### config.mk
export PLATFORM = sky130hd
export DESIGN_NAME = radio_packet_to_host_framer_top
export DESIGN_NICKNAME = d
export VERILOG_FILES = /design/src/rtl/core/rpf_pkg.sv /design/src/rtl/core/radio_packet_to_host_framer_top.sv /design/src/rtl/core/rpf_ram.sv
export SDC_FILE = /design/constraint.sdc
export NUM_CORES = 2
export LEC_CHECK = 0
export BUFFER_PORTS_ARGS = -buffer_cell sky130_fd_sc_hd__clkbuf_2
export CAP_MARGIN = 20
export CORE_MARGIN = 2
export CORE_UTILIZATION = 45
export DETAILED_ROUTE_END_ITERATION = 10
export GPL_ROUTABILITY_DRIVEN = 1
export PLACE_DENSITY = 0.71
export SYNTH_ARGS = -nofsm -noshare
export SYNTH_HDL_FRONTEND = slang
export SYNTH_HIERARCHICAL = 1
export SYNTH_SLANG_ARGS = --single-unit
### constraint.sdc
create_clock -name i_clk -period 11.45 [get_ports i_clk]
set_input_delay 1.145 -clock i_clk [delete_from_list [all_inputs] [get_ports i_clk]]
set_output_delay 1.145 -clock i_clk [all_outputs]
set_load 0.02 [all_outputs]
### src/rtl/core/rpf_pkg.sv
// Types and constants of the radio packet to host framer.
`default_nettype none

package rpf_pkg;

    // Frame and address constants.
    localparam logic [7:0] SYNC_FIRST         = 8'hA5;
    localparam logic [7:0] SYNC_SECOND        = 8'h5A;
    localparam logic [7:0] BROADCAST_ADDR     = 8'hFF;
    localparam logic [7:0] STATION_ADDR_RESET = 8'hBB;

    // Register index of the configuration space.
    localparam logic REG_STATION_ADDR = 1'b0;

    // Byte positions within a received packet; the last one saturates.
    localparam logic [2:0] POS_RECIPIENT = 3'd0;
    localparam logic [2:0] POS_ID        = 3'd2;
    localparam logic [2:0] POS_LENGTH    = 3'd3;
    localparam logic [2:0] POS_PAYLOAD   = 3'd4;

    // Byte indexes within a host frame.
    localparam logic [8:0] FRM_SYNC0     = 9'd0;
    localparam logic [8:0] FRM_SYNC1     = 9'd1;
    localparam logic [8:0] FRM_ID        = 9'd2;
    localparam logic [8:0] FRM_COUNT     = 9'd3;
    localparam logic [8:0] FRM_RSSI_LO   = 9'd4;
    localparam logic [8:0] FRM_RSSI_HI   = 9'd5;
    localparam logic [8:0] FRM_SNR       = 9'd6;
    localparam logic [8:0] FRM_HDR_BYTES = 9'd7;

    // Last lane of a chunk.
    localparam logic [2:0] LANE_LAST = 3'd7;
    localparam logic [3:0] CHUNK_FULL = 4'd8;

    typedef struct packed {
        logic [7:0]        rx_byte;
        logic              end_of_packet;
        logic signed [15:0] rssi;
        logic signed [7:0] snr_quarter_db;
    } t_in_item;

    typedef struct packed {
        logic [7:0] out_byte_0;
        logic [7:0] out_byte_1;
        logic [7:0] out_byte_2;
        logic [7:0] out_byte_3;
        logic [7:0] out_byte_4;
        logic [7:0] out_byte_5;
        logic [7:0] out_byte_6;
        logic [7:0] out_byte_7;
        logic [3:0] byte_count;
        logic       last_chunk;
    } t_out_item;

    typedef enum logic {
        S_IDLE,
        S_EMIT
    } t_state;

endpackage

`default_nettype wire

### src/rtl/core/radio_packet_to_host_framer_top.sv
// Radio packet to host framer: packet parsing, payload store and chunked frame output.
`default_nettype none

// The block takes one radio byte per cycle while it is idle. When the final byte of a
// packet for this station arrives, the input stalls while the host frame is read out
// of the payload RAM one byte per cycle through its single port, with a pause at each
// handoff between consecutive chunks and while the host stalls: a payload of n bytes
// gives a frame of n + 8 bytes in ceil((n + 8) / 8) chunks. Other packet ends do not
// stall the input. The station address (register 0, byte address 0) resets to 0xBB.
// The payload RAM has no clearing pass; only entries written in the current packet
// are read.
module radio_packet_to_host_framer_top import rpf_pkg::*; #(
    parameter int PAYLOAD_DEPTH = 256
) (
    input  wire logic      i_clk,
    input  wire logic      i_rst_n,
    // Input item channel.
    input  wire logic      i_in_valid,
    output logic           o_in_stall,
    input  wire t_in_item  i_in_data,
    // Result item channel.
    output logic           o_out_valid,
    input  wire logic      i_out_stall,
    output t_out_item      o_out_data,
    // Configuration port.
    input  wire logic      psel,
    input  wire logic      penable,
    input  wire logic      pwrite,
    input  wire logic [2:0] paddr,
    input  wire logic [31:0] pwdata,
    output logic [31:0]    prdata,
    output logic           pready
);

    localparam int AW = (PAYLOAD_DEPTH > 1) ? $clog2(PAYLOAD_DEPTH) : 1;
    localparam logic [8:0] DEPTH_LIMIT = 9'(PAYLOAD_DEPTH);

    // Configuration and packet state.
    logic [7:0] r_station_addr;
    logic [2:0] r_pos;
    logic [7:0] r_recipient;
    logic [7:0] r_id;
    logic [7:0] r_decl;
    logic [7:0] r_count;
    logic [7:0] r_sum;

    // Frame being drained.
    logic [7:0] r_f_id;
    logic [7:0] r_f_n;
    logic [7:0] r_f_rlo;
    logic [7:0] r_f_rhi;
    logic [7:0] r_f_snr;
    logic [7:0] r_f_chk;
    logic [8:0] r_f_last;

    t_state r_state;
    t_state n_state;

    // Read issue and byte select stages.
    logic [8:0] r_k;
    logic       r_s2_valid;
    logic [8:0] r_s2_k;

    // Chunk assembly and output register.
    logic [7:0] r_asm [8];
    logic       r_asm_full;
    logic [3:0] r_asm_cnt;
    logic       r_asm_last;
    logic       r_out_valid;
    t_out_item  r_out;

    logic       in_acc;
    logic       out_acc;
    logic       store;
    logic [7:0] cnt_new;
    logic [7:0] sum_new;
    logic [7:0] chk_new;
    logic       qualify;
    logic       xfer;
    logic       s2_eoc;
    logic       issue;
    logic [8:0] ram_off;
    logic [AW-1:0] ram_addr;
    logic [7:0] ram_q;
    logic [7:0] s2_byte;
    logic [2:0] s2_lane;
    t_out_item  asm_item;
    logic       cfg_wr;

    // Configuration port.
    assign pready = 1'b1;
    assign cfg_wr = psel && penable && pwrite && (paddr[2] == REG_STATION_ADDR);
    assign prdata = (psel && (paddr[2] == REG_STATION_ADDR)) ? {24'd0, r_station_addr}
                                                             : 32'd0;

    always_ff @(posedge i_clk) begin
        if (!i_rst_n) begin
            r_station_addr <= STATION_ADDR_RESET;
        end else if (cfg_wr) begin
            r_station_addr <= pwdata[7:0];
        end
    end

    // Packet parsing for the accepted item.
    assign in_acc  = i_in_valid && !o_in_stall;
    assign out_acc = r_out_valid && !i_out_stall;
    assign store   = (r_pos == POS_PAYLOAD) && ({1'b0, r_count} < {1'b0, r_decl})
                     && ({1'b0, r_count} < DEPTH_LIMIT);
    assign cnt_new = store ? r_count + 8'd1 : r_count;
    assign sum_new = store ? r_sum + i_in_data.rx_byte : r_sum;
    assign chk_new = r_id + cnt_new + i_in_data.rssi[7:0] + i_in_data.rssi[15:8]
                     + i_in_data.snr_quarter_db[7:0] + sum_new;
    assign qualify = in_acc && i_in_data.end_of_packet && (r_pos >= POS_LENGTH)
                     && ((r_recipient == r_station_addr) || (r_recipient == BROADCAST_ADDR));

    always_ff @(posedge i_clk) begin
        if (!i_rst_n) begin
            r_pos       <= POS_RECIPIENT;
            r_recipient <= 8'd0;
            r_id        <= 8'd0;
            r_decl      <= 8'd0;
            r_count     <= 8'd0;
            r_sum       <= 8'd0;
        end else if (in_acc) begin
            if (i_in_data.end_of_packet) begin
                r_pos       <= POS_RECIPIENT;
                r_recipient <= 8'd0;
                r_id        <= 8'd0;
                r_decl      <= 8'd0;
                r_count     <= 8'd0;
                r_sum       <= 8'd0;
            end else begin
                if (r_pos != POS_PAYLOAD) begin
                    r_pos <= r_pos + 3'd1;
                end
                if (r_pos == POS_RECIPIENT) begin
                    r_recipient <= i_in_data.rx_byte;
                end
                if (r_pos == POS_ID) begin
                    r_id <= i_in_data.rx_byte;
                end
                if (r_pos == POS_LENGTH) begin
                    r_decl <= i_in_data.rx_byte;
                end
                r_count <= cnt_new;
                r_sum   <= sum_new;
            end
        end
    end

    // Frame header latched at the end of a packet for this station.
    always_ff @(posedge i_clk) begin
        if (qualify) begin
            r_f_id   <= r_id;
            r_f_n    <= cnt_new;
            r_f_rlo  <= i_in_data.rssi[7:0];
            r_f_rhi  <= i_in_data.rssi[15:8];
            r_f_snr  <= i_in_data.snr_quarter_db[7:0];
            r_f_chk  <= chk_new;
            r_f_last <= {1'b0, cnt_new} + FRM_HDR_BYTES;
        end
    end

    // Next state.
    always_comb begin
        n_state = r_state;
        unique case (r_state)
            S_IDLE: begin
                if (qualify) begin
                    n_state = S_EMIT;
                end
            end
            S_EMIT: begin
                if (issue && (r_k == r_f_last)) begin
                    n_state = S_IDLE;
                end
            end
            default: n_state = S_IDLE;
        endcase
    end

    always_ff @(posedge i_clk) begin
        if (!i_rst_n) begin
            r_state <= S_IDLE;
        end else begin
            r_state <= n_state;
        end
    end

    // State outputs: input stall and read issue. A read pauses after the last
    // lane of a chunk and while a finished chunk cannot move on.
    assign xfer   = r_asm_full && (!r_out_valid || out_acc);
    assign s2_eoc = (r_s2_k[2:0] == LANE_LAST) || (r_s2_k == r_f_last);

    always_comb begin
        o_in_stall = 1'b1;
        issue      = 1'b0;
        unique case (r_state)
            S_IDLE: begin
                o_in_stall = 1'b0;
            end
            S_EMIT: begin
                issue = !(r_s2_valid && s2_eoc) && (!r_asm_full || xfer);
            end
            default: begin
                o_in_stall = 1'b1;
            end
        endcase
    end

    // Payload RAM: written while parsing, read while draining.
    assign ram_off  = r_k - FRM_HDR_BYTES;
    assign ram_addr = store ? r_count[AW-1:0] : ram_off[AW-1:0];

    rpf_ram #(
        .WIDTH (8),
        .DEPTH (PAYLOAD_DEPTH)
    ) u_payload_ram (
        .i_clk   (i_clk),
        .i_we    (in_acc && store),
        .i_re    (issue),
        .i_addr  (ram_addr),
        .i_wdata (i_in_data.rx_byte),
        .o_rdata (ram_q)
    );

    // Frame index counter and select stage.
    always_ff @(posedge i_clk) begin
        if (!i_rst_n) begin
            r_k        <= 9'd0;
            r_s2_valid <= 1'b0;
        end else begin
            if (qualify) begin
                r_k <= 9'd0;
            end else if (issue) begin
                r_k <= r_k + 9'd1;
            end
            r_s2_valid <= issue;
        end
    end

    always_ff @(posedge i_clk) begin
        if (issue) begin
            r_s2_k <= r_k;
        end
    end

    always_comb begin
        case (r_s2_k)
            FRM_SYNC0:   s2_byte = SYNC_FIRST;
            FRM_SYNC1:   s2_byte = SYNC_SECOND;
            FRM_ID:      s2_byte = r_f_id;
            FRM_COUNT:   s2_byte = r_f_n;
            FRM_RSSI_LO: s2_byte = r_f_rlo;
            FRM_RSSI_HI: s2_byte = r_f_rhi;
            FRM_SNR:     s2_byte = r_f_snr;
            default:     s2_byte = (r_s2_k == r_f_last) ? r_f_chk : ram_q;
        endcase
    end

    assign s2_lane = r_s2_k[2:0];

    // Chunk assembly; lanes are cleared on handoff so unused lanes read zero.
    always_ff @(posedge i_clk) begin
        if (!i_rst_n) begin
            for (int i = 0; i < 8; i++) begin
                r_asm[i] <= 8'd0;
            end
            r_asm_full <= 1'b0;
            r_asm_cnt  <= 4'd0;
            r_asm_last <= 1'b0;
        end else if (xfer) begin
            for (int i = 0; i < 8; i++) begin
                r_asm[i] <= 8'd0;
            end
            r_asm_full <= 1'b0;
        end else if (r_s2_valid) begin
            r_asm[s2_lane] <= s2_byte;
            if (s2_eoc) begin
                r_asm_full <= 1'b1;
                r_asm_cnt  <= {1'b0, s2_lane} + 4'd1;
                r_asm_last <= (r_s2_k == r_f_last);
            end
        end
    end

    always_comb begin
        asm_item.out_byte_0 = r_asm[0];
        asm_item.out_byte_1 = r_asm[1];
        asm_item.out_byte_2 = r_asm[2];
        asm_item.out_byte_3 = r_asm[3];
        asm_item.out_byte_4 = r_asm[4];
        asm_item.out_byte_5 = r_asm[5];
        asm_item.out_byte_6 = r_asm[6];
        asm_item.out_byte_7 = r_asm[7];
        asm_item.byte_count = r_asm_cnt;
        asm_item.last_chunk = r_asm_last;
    end

    // Output register.
    always_ff @(posedge i_clk) begin
        if (!i_rst_n) begin
            r_out_valid <= 1'b0;
        end else if (xfer) begin
            r_out_valid <= 1'b1;
        end else if (out_acc) begin
            r_out_valid <= 1'b0;
        end
    end

    always_ff @(posedge i_clk) begin
        if (xfer) begin
            r_out <= asm_item;
        end
    end

    assign o_out_valid = r_out_valid;
    assign o_out_data  = r_out;

endmodule

`default_nettype wire

### src/rtl/core/rpf_ram.sv
// Generic single-port RAM with a registered read.
`default_nettype none

module rpf_ram #(
    parameter int WIDTH = 8,
    parameter int DEPTH = 256
) (
    input  wire logic                                  i_clk,
    input  wire logic                                  i_we,
    input  wire logic                                  i_re,
    input  wire logic [((DEPTH > 1) ? $clog2(DEPTH) : 1)-1:0] i_addr,
    input  wire logic [WIDTH-1:0]                      i_wdata,
    output logic      [WIDTH-1:0]                      o_rdata
);

    logic [WIDTH-1:0] r_mem [DEPTH];
    logic [WIDTH-1:0] r_rdata;

    // Write port and registered read port share one address.
    always_ff @(posedge i_clk) begin
        if (i_we) begin
            r_mem[i_addr] <= i_wdata;
        end
        if (i_re) begin
            r_rdata <= r_mem[i_addr];
        end
    end

    assign o_rdata = r_rdata;

endmodule

`default_nettype wire

# After elaboration in Yosys (flattened, before gate mapping)
# Memories as Yosys holds them, arrays and structs flattened. A register that Yosys moved wholly into a read port is not among the register bits.
# Index checks and enable logic that the tools add are counted.
dict set report word_totals {
  reg_bits 140
  ramBits 2112
  input_bits 75
  out_inout_bits 104
  n_memories 2
}
dict set report classes {
  n_addsub 12
  order_cmp 2
  eq_ne 15
  muxes 44
  bitwise 12
  reduce_logical 39
}
# name depth word_bits rd rd_clocked_by_memory_dff wr line
set memory_table {}
lappend memory_table {u_payload_ram.r_mem 256 8 1 1 1 rpf_ram.sv:16} ;# logic [WIDTH-1:0] r_mem [DEPTH];
lappend memory_table {r_asm 8 8 8 8 8 radio_packet_to_host_framer_top.sv:65} ;# logic [7:0] r_asm [8];
# cell n
set ops {}
lappend ops {{8-bit 2-to-1 mux} 22}
lappend ops {{8-bit one-hot mux with 7 select lines} 1}
lappend ops {{8-bit adder} 6}
lappend ops {{9-bit by 3-bit equality test with 1-bit output, second input constant} 3}
lappend ops {{9-bit by 2-bit equality test with 1-bit output, second input constant} 2}
lappend ops {{9-bit equality test} 2}
lappend ops {{1-bit 2-to-1 mux} 17}
lappend ops {{1-bit logical AND} 15}
lappend ops {{2-bit AND reduction} 5}
lappend ops {{2-bit nonzero test} 5}
lappend ops {{8-bit by 3-bit adder with 9-bit output, second input constant} 1}
lappend ops {{9-bit by 1-bit adder with 9-bit output, second input constant} 1}
lappend ops {{9-bit by 1-bit equality test with 1-bit output, second input constant} 1}
lappend ops {{9-bit zero test} 1}
lappend ops {{3-bit 2-to-1 mux} 3}
lappend ops {{8-bit by 1-bit adder with 8-bit output, second input constant} 1}
lappend ops {{8-bit equality test} 1}
lappend ops {{8-bit equality test, second input constant} 1}
lappend ops {{8-bit < comparator} 1}
lappend ops {{1-bit OR} 8}
lappend ops {{8-bit OR reduction} 1}
lappend ops {{8-bit by 3-bit subtractor with 8-bit output, second input constant} 1}
lappend ops {{3-bit by 2-bit equality test with 1-bit output, second input constant} 2}
lappend ops {{3-bit equality test, second input constant} 2}
lappend ops {{11 further kinds} 21}

# Longest topological paths before layout
dict set report logic_depth {
  depth_word 10
  depth_mapped 24
}

# Cells and area by module
# The synthesis kept the hierarchy.
# module instances cells_per_inst area_per_inst_um2 seq_area_each_um2
set modules_own_cells {}
lappend modules_own_cells {rpf_ram 1 3547 78572.9 61739.2}
lappend modules_own_cells {radio_packet_to_host_framer_top 1 993 12353.1 7357.1}

# Worst setup path before layout
# OpenSTA, ideal clock, no wires.
dict set report synth_timing {
  kind {input-to-reg}
  startpoint {input port i_in_data[24] (netlist bit)}
  endpoint {register r_k[0]}
  t_arrival_ps 7856
  required_time_ps 11324
  setup_slack_ps 3468
  path_stages 6
  path_buffers 2
  cell_sequence {clkbuf_1 > inv_1 > nor4_1 > nand2b_1 > clkbuf_1 > nor2_1}
}
dict set report synth_via {
  elab_chain_len 4
}
# element line
set synth_rtl {}
lappend synth_rtl {{start: declaration} radio_packet_to_host_framer_top.sv:20} ;# input wire t_in_item i_in_data,
lappend synth_rtl {{1-bit logical AND (2 in series)} radio_packet_to_host_framer_top.sv:113} ;# assign qualify = in_acc && i_in_data.end_of_packet && (r_pos >= POS_LENGTH)
lappend synth_rtl {{1-bit logical AND} radio_packet_to_host_framer_top.sv:114} ;# && ((r_recipient == r_station_addr) || (r_recipient == BROADCAST_ADDR));
lappend synth_rtl {{via qualify} radio_packet_to_host_framer_top.sv:78} ;# logic qualify;
lappend synth_rtl {{2-bit OR reduction (no line)} n/a}
lappend synth_rtl {{end signal: assignment} radio_packet_to_host_framer_top.sv:236} ;# r_k <= r_k + 9'd1;
lappend synth_rtl {{end: declaration} radio_packet_to_host_framer_top.sv:60} ;# logic [8:0] r_k;
# The timed path passes the listed nets, and every way through them passes these cells.
# A chain may end at the register's enable or synchronous reset.

# Worst setup path after layout
dict set report layout_timing {
  startpoint {register r_count[2]}
  endpoint {register u_payload_ram.r_rdata[4] (netlist: u_payload_ram/o_rdata[4]) (read register of u_payload_ram.r_mem), data pin}
}
dict set report layout_via {
  elab_chain_len 3
}
# element line
set layout_rtl {}
lappend layout_rtl {{start: declaration} radio_packet_to_host_framer_top.sv:44} ;# logic [7:0] r_count;
lappend layout_rtl {{start signal: assignment} radio_packet_to_host_framer_top.sv:145} ;# r_count <= cnt_new;
lappend layout_rtl {{8-bit < comparator} radio_packet_to_host_framer_top.sv:107} ;# assign store = (r_pos == POS_PAYLOAD) && ({1'b0, r_count} < {1'b0, r_decl})
lappend layout_rtl {{1-bit logical AND} radio_packet_to_host_framer_top.sv:107}
lappend layout_rtl {{8-bit 2-to-1 mux} radio_packet_to_host_framer_top.sv:213} ;# assign ram_addr = store ? r_count[AW-1:0] : ram_off[AW-1:0];
lappend layout_rtl {{via ram_addr[0]} radio_packet_to_host_framer_top.sv:83} ;# logic [AW-1:0] ram_addr;
lappend layout_rtl {{end: declaration} rpf_ram.sv:17} ;# logic [WIDTH-1:0] r_rdata;
# The timed path passes the listed nets, and every way through them passes these cells.

==> impl_metrics.csv <==
group,metric,value,unit
yosys,synth-seq-cells,2324,
sta,final-hold-violation-count,0,
critical_path,timing.critical_path.slowest_stage_cell,"sky130_fd_sc_hd__o41ai_1",
sta,fin_crit_sh,62.6,%
critical_path,path_max_fanout,105,
placement,placedCellCount,7161,
critical_path,logic_depth_of_the_worst_register_to_register_path,14,
drt,iter_0_drt_violations,5522,
drt,drt_pre_antenna_iters,8,
global_routing,grt_pass1_vias,44600,
drt,detailroute.via_count,45000,
yosys,synth_ff_type,"sky130_fd_sc_hd__edfxtp_1",
critical_path,r2r_start,"r_count[2]",
sta,worst_slew_pin_slew,1140,ps
hold_path,worst_min_path_start,"r_asm[6][5]",
cts,cts_root_buffer,"sky130_fd_sc_hd__clkbuf_16",
sta,slew-limit-headroom,23.2,%
power,peakVddDrop,0.000154,V
cts,cts_hold_buffers,0,
power,power,16.6,mW
sta,rsz0062_at_grt,"false",
cts,postCtsSetupBuffers,0,
global_routing,wire_length_of_the_first_global_routing_pass,300000,um
cts,clk_path_buf_depth,3,
hold_path,hold_path_depth,0,
cts,cts.sinks,2324,
yosys,synth_area_per_cell,20.0,um2
cts,clk_latency,860,ps
critical_path,cpMostUsedCell,"sky130_fd_sc_hd__buf_12",
placement,preCtsSetupSlack,4350,ps
floorplan,die_h,454,um
critical_path,timing.critical_path.required,11810,ps
drt,drt-vias-per-instance,5.96,
critical_path,timing.critical_path.arrival,7530,ps
yosys,async_flop_share,0,%
critical_path,crit_buf_inv,3,
layout,final_cell_count_no_fill,7563,
cts,cts_resized,0,
critical_path,regToRegEndpoint,"u_payload_ram/o_rdata[4]",
drt,postRouteWirelength,206000,um
critical_path,max_stage_delay,870,ps
sta,finalWorstPathRequiredPeriod,7170,ps
critical_path,type_of_destination_of_the_critical_path,"register",
sta,fmax,139,MHz
run_status,outcome,"finished clean",
global_routing,global_route.usage.total,19.8,%
placement,buffer_ports.inserted,127,
layout,post_route_cells_drive_above_1_share,22.4,%
global_routing,antenna_found_initial,7,
drt,remaining_drc_errors,0,
floorplan,dieArea,0.206,mm2
placement,dp.final_hpwl,121000,um
critical_path,reg2reg_setup_slack,4280,ps
cts,cts_tree,"done",
floorplan,core_outline_area,0.200,mm2
placement,gpl_wtd_cong,0.812,
yosys,distinct_cell_type_count_after_synthesis,69,
sta,postLayoutSetupSlackWorst,4280,ps
yosys,warnings_from_yosys,6,
critical_path,critical_path_class,"reg2reg",
cts,clk_pin_slew_worst_paths,70,ps
yosys,synth-edff-count,2255,
yosys,sequential_share_of_the_synthesized_area,76.0,%
global_routing,overflow,0,
critical_path,worstPathCellList,"ha_1 -> a211oi_2 -> o21ai_1 -> a2111oi_4 -> buf_4 -> nand2_1 -> o21ai_4 -> buf_12 -> buf_12 -> mux4_2 -> a22oi_1 -> a21oi_1 -> o41ai_1 -> nand4_1",
layout,finish.net_count,4860,
power,power.density_cell_area,163,mW/mm2
floorplan,initial_core_util,45.4,%
floorplan,pin_count,179,
critical_path,cp-start-kind,"register",
cts,ctsHtreeMaxLevel,4,
hold_path,min_to,"o_out_data[18]",
hold_path,hold_path_class,"reg2reg",
cts,tritoncts.num_buffers,214,
yosys,syn_area,0.0909,mm2
drt,route.detailed.wl_per_inst,27.2,um
global_routing,grt_start_max_net_pins,166,
drt,postRouteAntennaNets,0,
sta,holdWs,410,ps
sta,final.setup_skew,72.7,ps
sta,slew_violations,0,
critical_path,cp_top_family,"compound AO/OA/AOI/OAI gates",
sta,totalNegativeSetupSlack,0,ps
layout,areaGrowthSynthToFinish,11.7,%
sta,report.final.setup_viol,0,
floorplan,row_count,164,
floorplan,die_w,454,um
yosys,syn-instance-count,4540,
run,maxCapViolCount,0,
power,power.static_leakage,31.6,nW
==> worst register-to-register path: cells and delay by family, from the launching register on <==
family | cells | cell delay, ps
buf+inv | 3 | 1900
compound gates | 7 | 2210
simple gates | 2 | 790
mux | 1 | 760
fa+ha+maj | 1 | 380
flops | 1 | 710
==> how the worst max path moves through the flow <==
stage / start / end / slack [ps] / cells past startpoint
after floorplan: i_in_data[24] / r_k[0] / 3470 / 6
after global placement: r_count[2] / u_payload_ram/o_rdata[0] / 4470 / 14
after detailed placement: r_count[2] / u_payload_ram/o_rdata[0] / 4350 / 14
after CTS: r_count[2] / u_payload_ram/o_rdata[0] / 4330 / 14
after global routing: r_count[2] / u_payload_ram/o_rdata[4] / 4090 / 14
final: r_count[2] / u_payload_ram/o_rdata[4] / 4280 / 14
==> metrics by stage <==
step                area, um2  util, %
finish                 102000     50.7
CTS                    102000     50.7
floorplan               91000        -
detailed placement      94700     47.3
global placement        94600     47.2
global route           102000     50.7
==> synth_stat cells, drive strengths merged, types with 39 or more instances <==
| library cell | instances | area [um2] |
|---|---|---|
| a21oi | 147 | 736 |
| a22oi | 264 | 1980 |
| buf | 121 | 793 |
| clkbuf | 175 | 657 |
| dfxtp | 69 | 1380 |
| edfxtp | 2255 | 67700 |
| inv | 67 | 251 |
| mux4 | 512 | 11500 |
| nand2 | 114 | 428 |
| nor2 | 324 | 1220 |
| nor2b | 53 | 332 |
| o21ai | 39 | 210 |
| xnor2 | 45 | 428 |
==> final cells by class <==
| class | instances | area (um2) |
|---|---|---|
| flip-flops and latches | 2324 | 69100 |
| clock buffers | 266 | 5610 |
| fillers | 15600 | 98700 |
| inverters | 67 | 251 |
| well taps | 2656 | 3320 |
| multi-input cells | 1876 | 20300 |
| diodes | 4 | 10.0 |
| repair buffers | 242 | 1700 |
| clock inverters | 128 | 1270 |
==> where the power goes <==
| group | switching, mW | leakage [nW] | internal, mW | total, mW |
|---|---|---|---|---|
| clock | 3.07 | 3.34 | 3.91 | 6.98 |
| sequential | 0.00674 | 20.9 | 9.33 | 9.34 |
| combinational | 0.204 | 7.35 | 0.0652 | 0.270 |
| total | 3.28 | 31.6 | 13.3 | 16.6 |
==> placed cells by master (no fill, tap or decap), drive strengths merged, types with 39 or more instances in the layout <==
cell	instances
buf	119
dfxtp	69
clkinv	97
o21ai	39
clkbuf	389
nor2b	53
xnor2	45
a21oi	147
nand2	114
edfxtp	2255
mux4	512
nor2	324
inv	72
a22oi	264
==> routing by layer <==
layer / global-route usage (%) / wire length [um] / share of wire [%]
met1: 27.7 / 81400 / 40
met5: 0 / 160 / 0.078
met2: 31.1 / 97900 / 48
met4: 6.67 / 6760 / 3.3
met3: 4.15 / 19600 / 9.5
==> flip-flops by register name, indices dropped and copies added (netlist names), 9 cells and up <==
register / cells
o_out_data: 69
r_asm: 64
r_f_last: 9
r_k: 9
r_s2_k: 9
u_payload_ram/r_mem: 2048
==> logic make-up after synthesis <==
kind of cell    synth area share (%)
mux                             13.1
buf+inv                         1.87
fa+ha+maj                       1.06
flops                           76.0
simple gates                    3.10
xor+xnor                       0.751
compound gates                  4.13
other cells                  0.00826
No activity file was read; power rests on OpenSTA's default activity.
